==> src/hts_pkg.sv <==
package hts_pkg;

    localparam int TAG_CHARS   = 8;
    localparam int STRIP_SLOTS = 6;
    localparam int NAME_W      = 64;
    localparam int LEN_W       = $clog2(TAG_CHARS + 1);
    localparam int NAME_IDX_W  = (TAG_CHARS > 1) ? $clog2(TAG_CHARS) : 1;
    localparam int COUNT_W     = 3;
    localparam int CFG_IDX_W   = 3;
    localparam int Q_DEPTH     = 4;
    localparam int Q_PTR_W     = $clog2(Q_DEPTH);
    localparam int Q_CNT_W     = $clog2(Q_DEPTH + 1);

    localparam logic [7:0] C_BANG   = 8'h21;
    localparam logic [7:0] C_DQUOTE = 8'h22;
    localparam logic [7:0] C_SQUOTE = 8'h27;
    localparam logic [7:0] C_MINUS  = 8'h2D;
    localparam logic [7:0] C_SLASH  = 8'h2F;
    localparam logic [7:0] C_LT     = 8'h3C;
    localparam logic [7:0] C_GT     = 8'h3E;
    localparam logic [7:0] C_BSLASH = 8'h5C;
    localparam logic [7:0] C_SPACE  = 8'h20;
    localparam logic [7:0] C_TAB    = 8'h09;
    localparam logic [7:0] C_CR     = 8'h0D;

    typedef enum logic [CFG_IDX_W-1:0] {
        CFG_STRIP_TAG_0 = 3'd0,
        CFG_STRIP_TAG_1 = 3'd1,
        CFG_STRIP_TAG_2 = 3'd2,
        CFG_STRIP_TAG_3 = 3'd3,
        CFG_STRIP_TAG_4 = 3'd4,
        CFG_STRIP_TAG_5 = 3'd5,
        CFG_STRIP_COUNT = 3'd6
    } t_cfg_idx;

    typedef struct packed {
        logic              in_tag;
        logic              closing_tag;
        logic              last_was_slash;
        logic              name_complete;
        logic              space_emitted;
        logic              in_quote;
        logic [7:0]        quote_char;
        logic              escape_parity;
        logic              in_declaration;
        logic              in_comment;
        logic              last_was_minus;
        logic              in_strip_block;
        logic [NAME_W-1:0] tag_name;
        logic [LEN_W-1:0]  name_length;
        logic [NAME_W-1:0] active_strip_name;
    } t_parse;

    typedef struct packed {
        logic       push;
        logic [7:0] data;
    } t_q_wr;

    typedef struct packed {
        logic       empty;
        logic       full;
        logic [7:0] data;
    } t_q_stat;

    function automatic logic is_space(input logic [7:0] b);
        return (b == C_SPACE) || (b >= C_TAB && b <= C_CR);
    endfunction

    function automatic t_parse parse_reset();
        t_parse r;
        r               = '0;
        r.space_emitted = 1'b1;
        return r;
    endfunction

    function automatic t_parse tag_end_check(input t_parse s, input logic [7:0] b);
        t_parse r;
        r = s;
        if (b == C_SLASH) begin
            r.last_was_slash = 1'b1;
        end else begin
            if (b == C_GT) begin
                r.in_quote       = 1'b0;
                r.in_comment     = 1'b0;
                r.in_declaration = 1'b0;
                r.in_tag         = 1'b0;
                if (s.last_was_slash) begin
                    r.in_strip_block = 1'b0;
                end
            end
            r.last_was_slash = 1'b0;
        end
        return r;
    endfunction

endpackage

==> src/hts_front.sv <==
module hts_front (
    input  logic                          i_clk,
    input  logic                          i_rst_n,
    input  logic                          i_valid,
    output logic                          o_ready,
    input  logic [7:0]                    i_byte,
    input  logic                          i_restart,
    input  logic                          i_cfg_valid,
    input  logic [hts_pkg::CFG_IDX_W-1:0] i_cfg_index,
    input  logic [hts_pkg::NAME_W-1:0]    i_cfg_data,
    input  hts_pkg::t_q_stat              i_q_stat,
    output hts_pkg::t_q_wr                o_q_wr
);
    import hts_pkg::*;

    t_parse                    r_st;
    t_parse                    n_st;
    logic [NAME_W-1:0]         r_strip_tag [STRIP_SLOTS];
    logic [COUNT_W-1:0]        r_strip_count;
    logic [COUNT_W-1:0]        used_slots;
    logic [STRIP_SLOTS-1:0]    slot_hit;
    logic                      accept;
    logic                      emit;
    logic [7:0]                emit_byte;

    assign o_ready = !i_q_stat.full;
    assign accept  = i_valid && o_ready;

    always_ff @(posedge i_clk) begin
        if (!i_rst_n) begin
            r_strip_count <= '0;
            for (int i = 0; i < STRIP_SLOTS; i++) begin
                r_strip_tag[i] <= '0;
            end
        end else if (i_cfg_valid) begin
            for (int i = 0; i < STRIP_SLOTS; i++) begin
                if (i_cfg_index == CFG_IDX_W'(i)) begin
                    r_strip_tag[i] <= i_cfg_data;
                end
            end
            if (i_cfg_index == CFG_STRIP_COUNT) begin
                r_strip_count <= i_cfg_data[COUNT_W-1:0];
            end
        end
    end

    assign used_slots = (r_strip_count > COUNT_W'(STRIP_SLOTS)) ?
                        COUNT_W'(STRIP_SLOTS) : r_strip_count;

    always_comb begin
        for (int i = 0; i < STRIP_SLOTS; i++) begin
            slot_hit[i] = (COUNT_W'(i) < used_slots) && (r_st.tag_name == r_strip_tag[i]);
        end
    end

    always_comb begin
        n_st      = r_st;
        emit      = 1'b0;
        emit_byte = i_byte;
        if (i_restart) begin
            n_st.in_tag         = 1'b0;
            n_st.closing_tag    = 1'b0;
            n_st.last_was_slash = 1'b0;
            n_st.name_complete  = 1'b0;
            n_st.space_emitted  = 1'b1;
            n_st.in_quote       = 1'b0;
            n_st.in_declaration = 1'b0;
            n_st.in_comment     = 1'b0;
            n_st.last_was_minus = 1'b0;
            n_st.in_strip_block = 1'b0;
        end
        if (!n_st.in_tag) begin
            if (i_byte == C_LT) begin
                n_st.in_tag        = 1'b1;
                n_st.tag_name      = '0;
                n_st.name_length   = '0;
                n_st.name_complete = 1'b0;
                n_st.closing_tag   = 1'b0;
                if (!n_st.space_emitted) begin
                    n_st.space_emitted = 1'b1;
                    emit               = 1'b1;
                    emit_byte          = C_SPACE;
                end
            end else if (!n_st.in_strip_block) begin
                n_st.space_emitted = 1'b0;
                emit               = 1'b1;
            end
        end else if (!n_st.name_complete && !n_st.in_declaration) begin
            if (n_st.name_length == '0 && i_byte == C_BANG) begin
                n_st.in_declaration = 1'b1;
            end else if (n_st.name_length == '0 && i_byte == C_SLASH) begin
                n_st.closing_tag = 1'b1;
            end else if (!is_space(i_byte) && i_byte != C_SLASH && i_byte != C_GT &&
                         n_st.name_length < LEN_W'(TAG_CHARS)) begin
                n_st.tag_name[8*n_st.name_length[NAME_IDX_W-1:0] +: 8] = i_byte;
                n_st.name_length = n_st.name_length + LEN_W'(1);
            end else begin
                n_st.name_complete = 1'b1;
                if (n_st.in_strip_block && n_st.closing_tag) begin
                    if (n_st.tag_name == n_st.active_strip_name) begin
                        n_st.in_strip_block = 1'b0;
                    end
                end else if (!n_st.in_strip_block && !n_st.closing_tag) begin
                    if (|slot_hit) begin
                        n_st.in_strip_block    = 1'b1;
                        n_st.active_strip_name = n_st.tag_name;
                    end
                end
                n_st = tag_end_check(n_st, i_byte);
            end
        end else if (n_st.in_quote) begin
            if (i_byte == n_st.quote_char && !n_st.escape_parity) begin
                n_st.quote_char = '0;
                n_st.in_quote   = 1'b0;
            end
            n_st.escape_parity = (i_byte == C_BSLASH) ? !n_st.escape_parity : 1'b0;
        end else if (i_byte == C_SQUOTE || i_byte == C_DQUOTE) begin
            n_st.in_quote       = 1'b1;
            n_st.quote_char     = i_byte;
            n_st.last_was_minus = 1'b0;
            n_st.last_was_slash = 1'b0;
        end else if (n_st.in_declaration) begin
            if (n_st.last_was_minus) begin
                if (i_byte == C_MINUS) begin
                    n_st.in_comment = !n_st.in_comment;
                end
                n_st.last_was_minus = 1'b0;
            end else if (i_byte == C_MINUS) begin
                n_st.last_was_minus = 1'b1;
            end
            if (!n_st.in_comment) begin
                n_st = tag_end_check(n_st, i_byte);
            end
        end else begin
            n_st = tag_end_check(n_st, i_byte);
        end
    end

    always_ff @(posedge i_clk) begin
        if (!i_rst_n) begin
            r_st <= parse_reset();
        end else if (accept) begin
            r_st <= n_st;
        end
    end

    assign o_q_wr.push = accept && emit;
    assign o_q_wr.data = emit_byte;

    a_no_text_in_tag: assert property (@(posedge i_clk) disable iff (!i_rst_n)
        (accept && r_st.in_tag && !i_restart) |-> !o_q_wr.push)
        else $error("byte emitted while inside a tag");

    a_space_on_tag_open: assert property (@(posedge i_clk) disable iff (!i_rst_n)
        (o_q_wr.push && i_byte == C_LT) |-> (o_q_wr.data == C_SPACE))
        else $error("tag open emitted a byte other than space");

endmodule

==> src/hts_queue.sv <==
module hts_queue (
    input  logic             i_clk,
    input  logic             i_rst_n,
    input  hts_pkg::t_q_wr   i_wr,
    input  logic             i_pop,
    output hts_pkg::t_q_stat o_stat
);
    import hts_pkg::*;

    logic [7:0]         r_mem [Q_DEPTH];
    logic [Q_PTR_W-1:0] r_wr_ptr;
    logic [Q_PTR_W-1:0] r_rd_ptr;
    logic [Q_CNT_W-1:0] r_count;
    logic               do_push;
    logic               do_pop;

    assign o_stat.empty = (r_count == '0);
    assign o_stat.full  = (r_count == Q_CNT_W'(Q_DEPTH));
    assign o_stat.data  = r_mem[r_rd_ptr];

    assign do_push = i_wr.push && !o_stat.full;
    assign do_pop  = i_pop && !o_stat.empty;

    always_ff @(posedge i_clk) begin
        if (do_push) begin
            r_mem[r_wr_ptr] <= i_wr.data;
        end
    end

    always_ff @(posedge i_clk) begin
        if (!i_rst_n) begin
            r_wr_ptr <= '0;
            r_rd_ptr <= '0;
            r_count  <= '0;
        end else begin
            if (do_push) begin
                r_wr_ptr <= r_wr_ptr + Q_PTR_W'(1);
            end
            if (do_pop) begin
                r_rd_ptr <= r_rd_ptr + Q_PTR_W'(1);
            end
            case ({do_push, do_pop})
                2'b10:   r_count <= r_count + Q_CNT_W'(1);
                2'b01:   r_count <= r_count - Q_CNT_W'(1);
                default: r_count <= r_count;
            endcase
        end
    end

    a_no_overflow: assert property (@(posedge i_clk) disable iff (!i_rst_n)
        i_wr.push |-> !o_stat.full)
        else $error("push into full queue");

    a_count_bound: assert property (@(posedge i_clk) disable iff (!i_rst_n)
        (r_count <= Q_CNT_W'(Q_DEPTH)) &&
        ((r_count == '0) || (r_count == Q_CNT_W'(Q_DEPTH)) || (r_wr_ptr != r_rd_ptr)))
        else $error("queue pointers disagree with count");

endmodule

==> src/hts_back.sv <==
module hts_back (
    input  logic             i_clk,
    input  logic             i_rst_n,
    input  hts_pkg::t_q_stat i_q_stat,
    output logic             o_pop,
    output logic             o_valid,
    input  logic             i_ready,
    output logic [7:0]       o_data
);
    import hts_pkg::*;

    logic       r_valid;
    logic [7:0] r_data;

    assign o_pop   = !i_q_stat.empty && (!r_valid || i_ready);
    assign o_valid = r_valid;
    assign o_data  = r_data;

    always_ff @(posedge i_clk) begin
        if (!i_rst_n) begin
            r_valid <= 1'b0;
        end else if (o_pop) begin
            r_valid <= 1'b1;
        end else if (i_ready) begin
            r_valid <= 1'b0;
        end
    end

    always_ff @(posedge i_clk) begin
        if (o_pop) begin
            r_data <= i_q_stat.data;
        end
    end

endmodule

==> src/html_tag_stripper.sv <==
// HTML tag stripper: takes one byte per cycle on the slave stream and passes
// on the text between tags, each group of tags as a single space, holding back
// text inside configured strip blocks. The parser steps its state once per
// accepted byte, including the six-way strip tag compare, so a new byte is
// taken every cycle while the four-entry output queue has room; the output
// register drains one byte per cycle when the sink is ready; a passed byte
// is queued first. Write strip tags and the slot count only while idle.
module html_tag_stripper (
    input  logic                          i_clk,
    input  logic                          i_rst_n,
    input  logic                          i_s_axis_tvalid,
    output logic                          o_s_axis_tready,
    input  logic [7:0]                    i_s_axis_tdata,  // [7:0] in_byte
    input  logic                          i_s_axis_tuser,  // [0] restart
    output logic                          o_m_axis_tvalid,
    input  logic                          i_m_axis_tready,
    output logic [7:0]                    o_m_axis_tdata,  // [7:0] out_byte
    input  logic                          i_cfg_valid,
    output logic                          o_cfg_ready,
    input  logic [hts_pkg::CFG_IDX_W-1:0] i_cfg_index,
    input  logic [hts_pkg::NAME_W-1:0]    i_cfg_data
);
    import hts_pkg::*;

    t_q_wr   q_wr;
    t_q_stat q_stat;
    logic    q_pop;

    assign o_cfg_ready = 1'b1;

    hts_front u_front (
        .i_clk       (i_clk),
        .i_rst_n     (i_rst_n),
        .i_valid     (i_s_axis_tvalid),
        .o_ready     (o_s_axis_tready),
        .i_byte      (i_s_axis_tdata),
        .i_restart   (i_s_axis_tuser),
        .i_cfg_valid (i_cfg_valid),
        .i_cfg_index (i_cfg_index),
        .i_cfg_data  (i_cfg_data),
        .i_q_stat    (q_stat),
        .o_q_wr      (q_wr)
    );

    hts_queue u_queue (
        .i_clk   (i_clk),
        .i_rst_n (i_rst_n),
        .i_wr    (q_wr),
        .i_pop   (q_pop),
        .o_stat  (q_stat)
    );

    hts_back u_back (
        .i_clk    (i_clk),
        .i_rst_n  (i_rst_n),
        .i_q_stat (q_stat),
        .o_pop    (q_pop),
        .o_valid  (o_m_axis_tvalid),
        .i_ready  (i_m_axis_tready),
        .o_data   (o_m_axis_tdata)
    );

endmodule
==> config.mk <==
export PLATFORM = sky130hd
export DESIGN_NAME = html_tag_stripper
export DESIGN_NICKNAME = d
export VERILOG_FILES = /design/src/hts_pkg.sv /design/src/hts_front.sv /design/src/hts_queue.sv /design/src/hts_back.sv /design/src/html_tag_stripper.sv
export SDC_FILE = /design/constraint.sdc
export NUM_CORES = 1
export LEC_CHECK = 0
export ABC_CLOCK_PERIOD_IN_PS = 7220
export BUFFER_PORTS_ARGS = -buffer_cell sky130_fd_sc_hd__buf_2
export CAP_MARGIN = 20
export CORE_ASPECT_RATIO = 2
export CORE_MARGIN = 2
export CORE_UTILIZATION = 35
export CTS_BUF_LIST = sky130_fd_sc_hd__clkbuf_16
export DETAILED_ROUTE_END_ITERATION = 8
export PLACE_DENSITY = 0.59
export SETUP_SLACK_MARGIN = 0.02
export SKIP_CTS_REPAIR_TIMING = 1
export SLEW_MARGIN = 30
export SYNTH_ARGS = -nofsm -noshare
export SYNTH_HDL_FRONTEND = slang
export SYNTH_SLANG_ARGS = --single-unit
==> constraint.sdc <==
create_clock -name i_clk -period 7.22 [get_ports i_clk]
set_input_delay 1.444 -clock i_clk [delete_from_list [all_inputs] [get_ports i_clk]]
set_output_delay 1.444 -clock i_clk [all_outputs]
set_load 0.01 [all_outputs]
==> impl_metrics.sql <==
INSERT INTO impl_metrics (metric_group, metric, value, unit) VALUES
('detailed_routing', 'wl_per_cell', '38.8', 'µm'),
('synthesis', 'ys_types', '76', ''),
('synthesis', 'synth-compound-area-share', '0.0738', ''),
('synthesis', 'synth_simple_gate_area_frac', '0.213', ''),
('clock_tree', 'clk_pin_slew_worst_paths', '0.07', 'ns'),
('sta', 'tightest_slew', '1.08', 'ns'),
('detailed_routing', 'drt_first_iter_violations', '2078', ''),
('synthesis', 'synthCells', '2574', ''),
('synthesis', 'synth-edff-count', '424', ''),
('clock_tree', 'clk_path_buf_depth', '3', ''),
('detailed_routing', 'firstDrtPassIters', '5', ''),
('detailed_routing', 'drtAntennaViolNets', '0', ''),
('layout', 'fillers', '7960', ''),
('floorplanning', 'std_cell_rows', '150', ''),
('setup_path', 'cp.arrival', '5.13', 'ns'),
('synthesis', 'synthDominantAreaCellType', 'sky130_fd_sc_hd__edfxtp_1', ''),
('clock_tree', 'cts_root_buffer', 'sky130_fd_sc_hd__clkbuf_16', ''),
('global_routing', 'grt_antenna_before_repair', '10', ''),
('sta', 'timing.max_slew.rel_slack', '0.274', ''),
('layout', 'finish.net_count', '2712', ''),
('pwr', 'power.share.clock', '0.396', ''),
('sta', 'timing.fmax', '217', 'MHz'),
('pwr', 'seq_power_share', '0.495', ''),
('sta', 'final_min_period_over_clock_period', '0.638', ''),
('synthesis', 'yosys-top-cells-count', '424 x sky130_fd_sc_hd__edfxtp_1, 388 x sky130_fd_sc_hd__and2_1, 259 x sky130_fd_sc_hd__xnor2_1', ''),
('sta', 'skew', '0.0373', 'ns'),
('layout', 'areaGrowthSynthToFinish', '12.9', '%'),
('detailed_routing', 'drt_drc_violations_left', '0', ''),
('synthesis', 'synth_most_common_cell', 'sky130_fd_sc_hd__edfxtp_1', ''),
('run', 'number_of_max_capacitance_violations_reported', '0', ''),
('clock_tree', 'insertion_delay', '0.66', 'ns'),
('synthesis', 'yosysWarnings', '0', ''),
('placement', 'hpwlAfterDp', '109000', 'µm'),
('outcome', 'status', 'completed', ''),
('sta', 'rsz0062_at_grt', 'no', ''),
('detailed_routing', 'via_per_inst', '5.92', ''),
('setup_path', 'end_kind', 'flip-flop', ''),
('synthesis', 'yosysTopAreaCellShare', '0.431', ''),
('pwr', 'pwr-share-comb', '0.109', ''),
('global_routing', 'vias_in_the_first_global_route', '22500', ''),
('sta', 'setup-tns-final', '0', 'ns'),
('global_routing', 'global_route_overflow', '0', ''),
('pwr', 'static-leakage-power', '11.6', 'nW'),
('setup_path', 'critical_path.max_fanout', '39', ''),
('synthesis', 'post_synth_instance_area', '29500', 'µm²'),
('global_routing', 'grt_start_max_net_pins', '86', ''),
('sta', 'min_cycle_time_layout', '4.60', 'ns'),
('setup_path', 'worstPathRequired', '7.74', 'ns'),
('synthesis', 'yosys-mux-area-fraction', '0.00745', ''),
('detailed_routing', 'num_vias', '22100', ''),
('detailed_routing', 'detail_route.wirelength', '145000', 'µm'),
('synthesis', 'yosys.area_share.adder', '0.00407', ''),
('pwr', 'design_power_total', '8.06', 'mW'),
('pwr', 'ir_drop', '185', 'µV'),
('layout', 'non_filler_instances', '3738', ''),
('placement', 'gp_congestion', '1.08', ''),
('synthesis', 'synth_top_cells_by_area', 'sky130_fd_sc_hd__edfxtp_1 43%, sky130_fd_sc_hd__dfxtp_1 11%, sky130_fd_sc_hd__and2_1 8.2%', ''),
('synthesis', 'synth-main-ff-cell', 'sky130_fd_sc_hd__edfxtp_1', ''),
('global_routing', 'grt_use_total', '0.333', ''),
('setup_path', 'setup.worst_path.start_class', 'flip-flop', ''),
('clock_tree', 'tritoncts', 'done', ''),
('sta', 'fin_hold_ws', '0.476', 'ns'),
('clock_tree', 'cts_num_sinks', '586', ''),
('synthesis', 'post_syn_nets', '2664', ''),
('global_routing', 'wire_length_of_the_first_global_routing_pass', '194000', 'µm'),
('sta', 'report.final.slew_viol_count', '0', ''),
('floorplanning', 'pin_count', '92', ''),
('floorplanning', 'floorplan.initialDensity', '0.354', ''),
('synthesis', 'mean_instance_size_in_the_synthesized_netlist', '11.5', 'µm²'),
('sta', 'finalHoldViolations', '0', ''),
('floorplanning', 'floorplan.die.width', '209', 'µm');
[path summary, 6_finish.rpt]
kind | start | to | slack, ns | cells after the start
setup / recovery | u_front.r_st[69]$_SDFFE_PN0P_ | u_front.r_st[61]$_SDFFE_PN0P_ | 2.62 | 10
hold / removal | u_front.r_st[137]$_SDFFE_PN0P_ | u_front.r_st[137]$_SDFFE_PN0P_ | 0.48 | 2
setup reg to reg | u_front.r_st[69]$_SDFFE_PN0P_ | u_front.r_st[61]$_SDFFE_PN0P_ | 2.62 | 10
hold reg to reg | u_front.r_st[137]$_SDFFE_PN0P_ | u_front.r_st[137]$_SDFFE_PN0P_ | 0.48 | 2
[stage by stage]
stage	utilization	cell area (µm²)	setup WS (ns)
finish	0.399	33400	2.62
global route	0.399	33300	2.71
floorplan	-	29500	0.276
global placement	0.374	31200	2.50
detailed placement	0.375	31300	2.61
CTS	0.398	33200	2.65
[final cells by class]
cell class,instances,area [µm²],share of cell area
Multi-Input combinational cell,1759,12900,0.386
Sequential cell,586,16000,0.479
Timing Repair Buffer,169,1050,0.0314
Tap cell,1064,1330,0.0399
Clock buffer,57,1430,0.0428
Clock inverter,46,485,0.0146
Inverter,50,188,0.00563
Antenna cell,7,17.5,0.000525
[per-layer routing]
layer | up-vias | routed length, µm | GRT usage
met5 | - | 10 | 0
met4 | 2 | 18700 | 0.345
met3 | 421 | 7830 | 0.0520
met2 | 1122 | 73800 | 0.594
met1 | 11200 | 44600 | 0.313
li1 | 9350 | - | -
[layout by cell type (no fill, tap or decap), types with 16 or more instances in the layout]
master,n
sky130_fd_sc_hd__nand4_1,189
sky130_fd_sc_hd__o22ai_1,28
sky130_fd_sc_hd__xnor2_1,246
sky130_fd_sc_hd__nor4_1,80
sky130_fd_sc_hd__o21ai_0,34
sky130_fd_sc_hd__o2bb2ai_2,60
sky130_fd_sc_hd__buf_2,89
sky130_fd_sc_hd__a21oi_1,31
sky130_fd_sc_hd__and2_1,388
sky130_fd_sc_hd__dfxtp_1,159
sky130_fd_sc_hd__nand3_1,55
sky130_fd_sc_hd__nand2_1,103
sky130_fd_sc_hd__nand2b_1,67
sky130_fd_sc_hd__inv_1,66
sky130_fd_sc_hd__buf_4,80
sky130_fd_sc_hd__nor2_1,56
sky130_fd_sc_hd__and3_1,16
sky130_fd_sc_hd__xor2_1,157
sky130_fd_sc_hd__edfxtp_1,424
sky130_fd_sc_hd__nor3_1,22
sky130_fd_sc_hd__clkbuf_16,57
[flip-flops by register name, indices dropped and copies added, names as in the netlist]
signal / cells
u_front.r_strip_count: 3
u_front.r_st: 151
u_queue.r_count: 3
u_queue.r_mem: 32
u_queue.r_wr_ptr: 2
u_back.o_data: 8
u_back.o_valid: 1
u_front.r_strip_tag: 384
u_queue.r_rd_ptr: 2
[cell families (layout without fill, tap and decap cells)]
| logic type | count (synthesis) | count (layout) |
|---|---|---|
| xor gates and xnor gates | 424 | 424 |
| adders and majority gates | 9 | 9 |
| AOI/OAI and AO/OA | 246 | 246 |
| DFF | 586 | 586 |
| and+or+nand+nor | 1067 | 1067 |
| buffers and inverters | 229 | 322 |
| other | 1 | 8 |
| muxes | 12 | 12 |
[critical path, cell delays in order (launching register included)]
cell,delay (ns)
sky130_fd_sc_hd__dfxtp_1,0.54
sky130_fd_sc_hd__buf_4,0.31
sky130_fd_sc_hd__xnor2_1,0.76
sky130_fd_sc_hd__nand4_1,0.62
sky130_fd_sc_hd__nor4_1,0.48
sky130_fd_sc_hd__nand4_1,0.29
sky130_fd_sc_hd__o22ai_1,0.32
sky130_fd_sc_hd__a2111oi_2,0.12
sky130_fd_sc_hd__o21a_4,0.39
sky130_fd_sc_hd__buf_4,0.38
sky130_fd_sc_hd__o2bb2ai_1,0.22
[power by group through the flow]
stage	combinational (mW)	clock, mW	sequential, mW
6_report	0.876	3.19	3.99
5_1_grt	0.904	3.32	4.00
4_1_cts	0.857	3.22	3.99
2_1_floorplan	0.461	0	4.01
3_5_place_dp	0.854	0	4.06
3_3_place_gp	0.854	0	4.05
Power figures use the tool's default switching activity.
